===== config.mk =====
export PLATFORM = sky130hd
export DESIGN_NAME = flptw_ctrl
export DESIGN_NICKNAME = d
export VERILOG_FILES = /design/src/rtl/flptw_pkg.sv /design/src/rtl/flptw_ctrl.sv
export SDC_FILE = /design/constraint.sdc
export NUM_CORES = 1
export LEC_CHECK = 0
export BUFFER_PORTS_ARGS = -buffer_cell sky130_fd_sc_hd__buf_2
export CELL_PAD_IN_SITES_DETAIL_PLACEMENT = 0
export CELL_PAD_IN_SITES_GLOBAL_PLACEMENT = 2
export CORE_AREA = 8 8 61 63
export DETAILED_ROUTE_END_ITERATION = 8
export DIE_AREA = 0 0 69 71
export MAX_ROUTING_LAYER = met4
export PLACE_DENSITY = 0.82
export SLEW_MARGIN = 20
export SYNTH_ARGS = -nofsm -noshare
export SYNTH_HDL_FRONTEND = slang
export SYNTH_SLANG_ARGS = --single-unit

===== constraint.sdc =====
create_clock -name clk_i -period 1.6 [get_ports clk_i]
set_input_delay 0.32 -clock clk_i [delete_from_list [all_inputs] [get_ports clk_i]]
set_output_delay 0.32 -clock clk_i [all_outputs]
set_load 0.05 [all_outputs]

===== src/rtl/flptw_pkg.sv =====
// Shared types and constants of the four-level page table walker.
package flptw_pkg;

  // Request kinds carried on the input tuser
  typedef enum logic [1:0] {
    FUNC_TRANSLATE = 2'd0,
    FUNC_MAP       = 2'd1,
    FUNC_UNMAP     = 2'd2
  } func_e;

  // Result status codes
  typedef enum logic [1:0] {
    STAT_OK        = 2'd0,
    STAT_EXHAUSTED = 2'd1,
    STAT_MAPPED    = 2'd2
  } status_e;

  localparam int unsigned IDX_BITS = 9;
  localparam int unsigned VPN_BITS = 36;
  localparam int unsigned PPN_BITS = 40;
  localparam int unsigned ROOT_W   = 4;
  localparam int unsigned FUNC_W   = 2;

  // Low bit of each level index in the vpn, top level first
  localparam int unsigned IDX0_LSB = 27;
  localparam int unsigned IDX1_LSB = 18;
  localparam int unsigned IDX2_LSB = 9;
  localparam int unsigned IDX3_LSB = 0;

  // Input tdata layout
  localparam int unsigned IN_VPN_LSB  = 0;
  localparam int unsigned IN_PPN_LSB  = 36;
  localparam int unsigned IN_FW_BIT   = 76;
  localparam int unsigned IN_FU_BIT   = 77;
  localparam int unsigned IN_FNX_BIT  = 78;
  localparam int unsigned IN_DATA_W   = 80;
  localparam int unsigned OUT_DATA_W  = 48;
  localparam int unsigned OUT_USED_W  = 45;

  // Stored table entry: only the meaningful bits of the 64-bit format
  typedef struct packed {
    logic                noexec;
    logic [PPN_BITS-1:0] ppn;
    logic                user;
    logic                write;
    logic                present;
  } entry_t;

  // Controller to datapath
  typedef struct packed {
    logic clear_step;
    logic accept;
    logic rd_issue;
    logic leaf_capture;
    logic walk_step;
    logic res_load;
    logic res_fail;
    logic leaf_clear;
    logic alloc_init;
    logic alloc_step;
    logic wr_step;
    logic out_load;
  } cmd_t;

  // Datapath to controller
  typedef struct packed {
    logic  clear_done;
    func_e func;
    logic  page_ok;
    logic  depth3;
    logic  walk_ok;
    logic  leaf_present;
    logic  alloc_done;
    logic  alloc_fail;
    logic  out_free;
  } sts_t;

endpackage


===== src/rtl/flptw_ctrl.sv =====
// Sequencing state machine of the page table walker.
module flptw_ctrl (
  input  logic              clk_i,
  input  logic              rst_ni,
  input  flptw_pkg::sts_t   sts_i,
  output flptw_pkg::cmd_t   cmd_o,
  input  logic              in_tvalid_i,
  output logic              in_tready_o
);

  typedef enum logic [7:0] {
    S_CLEAR  = 8'b0000_0001,
    S_IDLE   = 8'b0000_0010,
    S_READ   = 8'b0000_0100,
    S_CHECK  = 8'b0000_1000,
    S_DECIDE = 8'b0001_0000,
    S_ALLOC  = 8'b0010_0000,
    S_WRITE  = 8'b0100_0000,
    S_RESP   = 8'b1000_0000
  } state_e;

  state_e state_q, state_d;

  assign in_tready_o = (state_q == S_IDLE);

  // Next state and commands
  always_comb begin
    state_d = state_q;
    cmd_o   = '0;
    case (state_q)
      S_CLEAR: begin
        cmd_o.clear_step = 1'b1;
        if (sts_i.clear_done) state_d = S_IDLE;
      end
      S_IDLE: begin
        if (in_tvalid_i) begin
          cmd_o.accept = 1'b1;
          state_d      = S_READ;
        end
      end
      S_READ: begin
        if (sts_i.page_ok) begin
          cmd_o.rd_issue = 1'b1;
          state_d        = S_CHECK;
        end else begin
          state_d = S_DECIDE;
        end
      end
      S_CHECK: begin
        if (sts_i.depth3) begin
          cmd_o.leaf_capture = 1'b1;
          state_d            = S_DECIDE;
        end else if (sts_i.walk_ok) begin
          cmd_o.walk_step = 1'b1;
          state_d         = S_READ;
        end else begin
          state_d = S_DECIDE;
        end
      end
      S_DECIDE: begin
        cmd_o.res_load = 1'b1;
        state_d        = S_RESP;
        case (sts_i.func)
          flptw_pkg::FUNC_UNMAP: begin
            if (sts_i.leaf_present) cmd_o.leaf_clear = 1'b1;
          end
          flptw_pkg::FUNC_MAP: begin
            if (!sts_i.leaf_present) begin
              if (!sts_i.page_ok) begin
                cmd_o.res_fail = 1'b1;
              end else begin
                cmd_o.alloc_init = 1'b1;
                state_d          = S_ALLOC;
              end
            end
          end
          default: ;
        endcase
      end
      S_ALLOC: begin
        if (sts_i.alloc_done) begin
          state_d = S_WRITE;
        end else if (sts_i.alloc_fail) begin
          cmd_o.res_fail = 1'b1;
          state_d        = S_RESP;
        end else begin
          cmd_o.alloc_step = 1'b1;
        end
      end
      S_WRITE: begin
        cmd_o.wr_step = 1'b1;
        if (sts_i.depth3) state_d = S_RESP;
      end
      S_RESP: begin
        if (sts_i.out_free) begin
          cmd_o.out_load = 1'b1;
          state_d        = S_IDLE;
        end
      end
      default: state_d = S_CLEAR;
    endcase
  end

  always_ff @(posedge clk_i or negedge rst_ni) begin
    if (!rst_ni) begin
      state_q <= S_CLEAR;
    end else begin
      state_q <= state_d;
    end
  end

endmodule


Word-level counts from Yosys, hierarchy flattened
Cells that the tools add are included.

Register bits after elaboration: 8. Bits of input ports: 13. Output and inout bits: 13. Word-level logic and storage cells: 57.

Equality and inequality tests: 15. Muxes and demuxes: 40. Reductions and logical operators: 1.

Operators by type and width (count): 8-bit 2-to-1 mux (10); 8-bit one-hot mux with 8 select lines (1); 1-bit 2-to-1 mux (24); 5-bit 2-to-1 mux (2); 8-bit by 1-bit equality test with 1-bit output (second input constant) (1); 8-bit by 2-bit equality test with 1-bit output (second input constant) (1); 8-bit by 3-bit equality test with 1-bit output (second input constant) (1); 8-bit by 4-bit equality test with 1-bit output (second input constant) (1); 8-bit by 5-bit equality test with 1-bit output (second input constant) (1); 8-bit by 6-bit equality test with 1-bit output (second input constant) (1); 8-bit by 7-bit equality test with 1-bit output (second input constant) (1); 8-bit equality test (second input constant) (1); 2-bit != test (second input constant) (4); 5-bit AND reduction (1); 2-bit 2-to-1 mux (2); 3-bit != test (second input constant) (1); 2-bit by 1-bit equality test with 1-bit output (second input constant) (1); 2-bit equality test (second input constant) (1); 1-bit one-hot mux with 2 select lines (1).

Depth between registers and ports, before layout
Gate-level depths: netlist of run 1.

Word-level depth: 4. Depth in mapped cells: 5. Depth with buffers taken out: 5.

Worst setup path after synthesis of run 1
Ideal clock, no wire load.

Path kind: reg2out. Start: reg state_q[7]. End: out cmd_o[5] (netlist bit). Data arrival time: 2.048 ns. Data required time: 1.280 ns. Setup slack: -0.768 ns. Stages on the path, launching flop included: 5. Buffers on the path: 0. Path through: dfrtp_1 nor4_4 and4b_4 nand2_1 o21ai_1.

RTL lines: start: declaration (line flptw_ctrl.sv:22) `state_e state_q, state_d;`; start signal: assignment (line flptw_ctrl.sv:108) `state_q <= state_d;`; end: declaration (line flptw_ctrl.sv:6) `output flptw_pkg::cmd_t cmd_o,`.

==> results of run 1 <==
worst max path at each step:
stage                endpoint  slack, ns  startpoint
floorplan            cmd_o[5]      -0.43  state_q[7]
global placement    cmd_o[10]      -0.33  state_q[7]
detailed placement  cmd_o[10]      -0.39  state_q[7]
CTS                  cmd_o[4]      -0.49  state_q[3]
global route         cmd_o[4]      -0.58  state_q[7]
finish               cmd_o[4]      -0.51  state_q[7]
synth_stat cells (2+ instances only):
cell type | number | area (um^2)
and4b_2 | 3 | 33.8
nor4_4 | 2 | 42.5
xor2_1 | 2 | 17.5
nor2_1 | 5 | 18.8
nor3b_1 | 6 | 45.0
dfrtp_1 | 7 | 175
inv_1 | 4 | 15.0
and2_1 | 3 | 18.8
and4b_1 | 4 | 40.0
nor2b_1 | 3 | 18.8
o211ai_1 | 2 | 15.0
nand4b_1 | 3 | 26.3
nand2_1 | 3 | 11.3
power by group through the flow:
stage,combinational (mW),sequential [mW],clock [mW]
3_3_place_gp,0.735,0.306,0
2_1_floorplan,0.414,0.312,0
5_1_grt,1.10,0.307,0.185
3_5_place_dp,0.754,0.305,0
4_1_cts,0.980,0.302,0.179
6_report,1.02,0.303,0.171
kinds of logic (layout without fill, tap and decap cells):
family          Yosys count  after routing
simple gates             39             39
compound gates           12             12
flops                     8              8
buf+inv                   4             67
xor+xnor                  2              2
through the flow:
stage	setup slack, ns	total power [mW]	cell area [um^2]	utilization, %	setup TNS [ns]
2_1_floorplan	-0.430	0.726	687	-	-2.34
3_3_place_gp	-0.332	1.04	1030	36.2	-3.40
3_5_place_dp	-0.392	1.06	1030	36.2	-4.21
4_1_cts	-0.491	1.46	1250	43.9	-6.43
5_1_grt	-0.580	1.59	1290	45.3	-8.00
6_report	-0.511	1.49	1290	45.3	-6.34
metal layers:
layer	vias up	global-route usage [%]	share of wire (%)
met5	-	-	0
met2	13	17.4	56
li1	377	-	-
met1	350	8.79	40
met3	2	1.40	2.7
met4	0	6.83	1.8
final cells by class:
type	count	area, um^2	area share [%]
sequential	8	201	15.6
inverter	4	18.8	1.45
tap	33	41.3	3.20
timing repair buffer	59	513	39.7
multi-input combinational	53	490	38.0
clock buffer	4	26.3	2.03
worst register-to-register path, stage by stage (launching register included):
cell and delay [ns]:
dfrtp_1 0.41, nor4_4 0.28, buf_4 0.18, buf_4 0.11, buf_6 0.08, and4b_2 0.25, buf_6 0.10, buf_6 0.07
buf_4 0.09, nor2_1 0.05, a32o_1 0.22
what timing repair did:
item                                    in CTS  in global routing
pin swaps                                   12                  4
buffers inserted                             7                  3
resized for setup                           37                  9
endpoints found under the hold margin        7                  0
endpoints found under the setup margin      17                 17
hold buffers                                 1                  0
==> flow_metrics.tcl, run 1 <==
set metrics [dict create \
    finalCritPeriodShare_pct 132 \
    drv_cap 0 \
    syn-cell-area_um2 646 \
    worst_pin_slew_ns 0.391 \
    nFillCells 278 \
    slew_violations 0 \
    hold_viol 0 \
    timing.slew.headroom_pct 73.8 \
    num_vias 742 \
    crit_chain "nor4_4 > buf_4 > and4b_4 > and4b_2 > buf_8" \
    synth-xor-area-share_pct 2.71 \
    finClkSkew_ns 0.0108 \
    path_depth 5 \
    yosys.area_share.simple_pct 49.2 \
    synth_edf_count 0 \
    synth_compound_area_share_pct 14.5 \
    layout.nets 142 \
    regMostFlops "state_q" \
    cpMaxStageDelayCell "dfrtp_1" \
    dieArea_um2 4900 \
    power_density_nw_per_um2 1160 \
    largest_reg_flops 8 \
    stdcell_count 161 \
    worstReg2RegEnd "state_q[0]" \
    worst_slack_ns -0.511 \
    synth_mux_area_share_pct 0 \
    drtIter0Drc 31 \
    yosys_warnings 0 \
    drt_wl_total_mm 2.17 \
    numClockSinks 8 \
    start_util_pct 22.6 \
    p_sw_uw 571 \
    violations "setup timing" \
    ys_types 31 \
    swShare_pct 38.3 \
    io_pins 26 \
    crit_buf_inv 2 \
    avgSynthCellArea_um2 9.93 \
    clkTransAtPathRegs_ns 0.06 \
    drive_above_1_share_pct 64.8 \
    grt_max_degree 9 \
    die-width_um 69 \
    final_cell_mix "buf_4 (30), buf_2 (12), buf_8 (10), dfrtp_1 (7)" \
    post-route-min-period_ns 2.11 \
    crit_path_max_incr_delay_ns 0.41 \
    grt_pass1_wl_mm 3.65 \
    whs_ns 0.288 \
    place_inst 147 \
    path_max_fanout 7 \
    ant_nets 0 \
    dr.pass1.iters 4 \
    routed_via_density 4.61 \
    critPathKind "register to output pin" \
    track_usage_pct 9.46 \
    pwr-share-comb_pct 68.2 \
    place_congestion 0.823 \
    cts_buffers 3 \
    reg2regPathDepth 10 \
    r2r_setup_slack_ns -0.32 \
    synth_top_family_by_area "simple AND/OR/NAND/NOR gates" \
    wl_per_cell_um 13.5 \
    p_leak_nw 0.611 \
    tritoncts "yes" \
    hold_depth 2 \
    setup_violations 17 \
    grt_pass1_vias 803 \
    crit_arrival_ns 1.79 \
    status "finished with violations" \
    io_buffers 25 \
    hp-start "in_tvalid_i" \
    die_h_um 71 \
    async_flop_share_pct 100 \
    fmax_mhz 474 \
    internal_power_uw 921 \
    core_um2 2850 \
    synthFlopType "dfrtp_1" \
    worstPathRequired_ns 1.28 \
    syn2layout_area_growth_pct 100 \
    synth-seq-cells 8 \
    grt_overflow 0 \
    hold_path.class "input port to register" \
    rows 20 \
    cts-root-buf "clkbuf_4" \
    cpLargestDelayFamily "simple AND/OR/NAND/NOR gates" \
    insertion_delay_ns 0.26 \
    vdd_ir_drop_max_v 0.00103 \
    whs_endpoint "state_q[1]" \
    p_seq_share_pct 20.3 \
    synth-adder-area-share_pct 0 \
    syn_nets 78 \
    cts_buffer_depth 2 \
    pwr-share-clk_pct 11.5 \
    ys_seq_area_share_pct 31.2 \
    drc 0 \
    netlist_instances 65 \
    final_common_cell "buf_4" \
    start_kind "register" \
    h-tree-depth 1 \
    end_kind "output pin" \
    timing.rr.start "state_q[7]" \
    antenna_found_initial 0 \
    diodes 0 \
    rsz0062_at_grt "true" \
    reg_top3 "state_q (8)" \
]
Power figures use the tool's default switching activity.
==> run 2, diff against run 1 <==
--- a/config.mk
+++ b/config.mk
@@ -8,11 +8,11 @@
 export BUFFER_PORTS_ARGS = -buffer_cell sky130_fd_sc_hd__buf_2
 export CELL_PAD_IN_SITES_DETAIL_PLACEMENT = 0
 export CELL_PAD_IN_SITES_GLOBAL_PLACEMENT = 2
-export CORE_AREA = 8 8 61 63
+export CORE_AREA = 2 2 52 54
 export DETAILED_ROUTE_END_ITERATION = 8
-export DIE_AREA = 0 0 69 71
+export DIE_AREA = 0 0 54 56
 export MAX_ROUTING_LAYER = met4
-export PLACE_DENSITY = 0.82
+export PLACE_DENSITY = 0.86
 export SLEW_MARGIN = 20
 export SYNTH_ARGS = -nofsm -noshare
 export SYNTH_HDL_FRONTEND = slang
==> constraint.sdc (replaced) <==
create_clock -name clk_i -period 2.3 [get_ports clk_i]
set_input_delay 0.46 -clock clk_i [delete_from_list [all_inputs] [get_ports clk_i]]
set_output_delay 0.46 -clock clk_i [all_outputs]
set_load 0.05 [all_outputs]
==> flow_metrics.tcl, run 2 (synthesis results as in run 1) <==
set metrics [dict create \
    place_congestion 0.783 \
    numClockSinks 8 \
    die_h_um 56 \
    grt_max_degree 9 \
    end_kind "output pin" \
    critPathKind "register to output pin" \
    worstReg2RegEnd "state_q[2]" \
    routed_via_density 4.98 \
    tritoncts "yes" \
    fmax_mhz 440 \
    dr.pass1.iters 4 \
    io_buffers 25 \
    cts_buffers 3 \
    p_leak_nw 0.466 \
    reg2regPathDepth 5 \
    ant_nets 0 \
    path_max_fanout 5 \
    rows 18 \
    antenna_found_initial 0 \
    dieArea_um2 3020 \
    clkTransAtPathRegs_ns 0.07 \
    crit_buf_inv 1 \
    setup_violations 0 \
    finalCritPeriodShare_pct 98.9 \
    drtIter0Drc 1 \
    hold_path.class "input port to asynchronous set/reset pin" \
    timing.rr.start "state_q[6]" \
    finClkSkew_ns 0.0165 \
    cts-root-buf "clkbuf_4" \
    regMostFlops "state_q" \
    syn2layout_area_growth_pct 47.9 \
    final_cell_mix "buf_2 (16), buf_4 (8), buf_6 (7), nor3b_1 (6), dfrtp_1 (5)" \
    path_depth 4 \
    layout.nets 115 \
    postPlaceCellArea_um2 821 \
    utilization_pct 39.2 \
    tns_ns 0 \
    reg_top3 "state_q (8)" \
    status "complete, no violations" \
    largest_reg_flops 8 \
    drt_wl_total_mm 1.76 \
    core_um2 2430 \
    timing.slew.headroom_pct 78.1 \
    io_pins 26 \
    slew_violations 0 \
    grt_overflow 0 \
    cts_buffer_depth 2 \
    wl_per_cell_um 13.5 \
    cpMaxStageDelayCell "dfrtp_2" \
    h-tree-depth 1 \
    power_density_nw_per_um2 827 \
    diodes 0 \
    hold_viol 0 \
    rsz0062_at_grt "true" \
    die-width_um 54 \
    num_vias 652 \
    crit_arrival_ns 1.81 \
    worst_pin_slew_ns 0.325 \
    final_common_cell "buf_2" \
    post-route-min-period_ns 2.27 \
    start_util_pct 26.5 \
    drc 0 \
    drv_cap 0 \
    crit_path_max_incr_delay_ns 0.44 \
    worstPathRequired_ns 1.84 \
    hold_buffers 0 \
    p_total_uw 789 \
    start_kind "register" \
    cpLargestDelayFamily "simple AND/OR/NAND/NOR gates" \
    r2r_setup_slack_ns 0.60 \
    insertion_delay_ns 0.26 \
    finalInstanceArea_um2 955 \
    vdd_ir_drop_max_v 0.000445 \
    grt_pass1_wl_mm 2.87 \
    track_usage_pct 13.4 \
    hpwl_mm 1.36 \
    drive_above_1_share_pct 51.5 \
    nFillCells 272 \
    crit_chain "nor4_4 > nor3b_4 > and4b_1 > buf_6" \
    grt_pass1_vias 636 \
]
run 2: timing repair:
item / 4_1_cts / 5_1_grt
cloned: 0 / 0
resized for setup: 8 / 17
setup buffers: 4 / 2
pin swaps: 2 / 7
setup endpoints to repair: 7 / 10
run 2: power breakdown:
| part | leakage [nW] | total (mW) | internal, mW | switching (mW) |
|---|---|---|---|---|
| logic | 0.348 | 0.446 | 0.206 | 0.241 |
| registers | 0.103 | 0.226 | 0.175 | 0.0516 |
| clock network | 0.0150 | 0.117 | 0.0664 | 0.0504 |
run 2: area by class of cell:
cell class | count | area, um^2 | share of cell area (%)
inverters | 4 | 15.0 | 1.57
flip-flops and latches | 8 | 204 | 21.4
clock buffers | 4 | 26.3 | 2.75
repair buffers | 32 | 226 | 23.7
multi-input cells | 53 | 445 | 46.7
well taps | 30 | 37.5 | 3.93
run 2: per-layer routing:
| metal | share of wire, % | track usage [%] |
|---|---|---|
| met3 | 2.2 | 2.42 |
| met4 | 1.7 | 6.43 |
| met2 | 54 | 21.8 |
| met1 | 42 | 15.3 |
| met5 | 0 | - |
run 2: through the flow:
stage                     cells  hold WS [ns]  setup slack (ns)
after floorplan              65         0.164            0.0367
after global placement      121         0.317             0.103
after detailed placement    121         0.316            0.0983
after CTS                   129        0.0360            0.0126
after global routing        131        0.0322           -0.0535
final                       131        0.0353            0.0253
run 2: worst max-delay path by stage:
| stage | startpoint | to | slack, ns |
|---|---|---|---|
| global route | state_q[4] | cmd_o[7] | -0.05 |
| detailed placement | state_q[5] | cmd_o[7] | 0.1 |
| floorplan | state_q[7] | cmd_o[5] | 0.04 |
| global placement | state_q[5] | cmd_o[7] | 0.10 |
| CTS | state_q[6] | cmd_o[2] | 0.01 |
| finish | state_q[4] | cmd_o[7] | 0.03 |
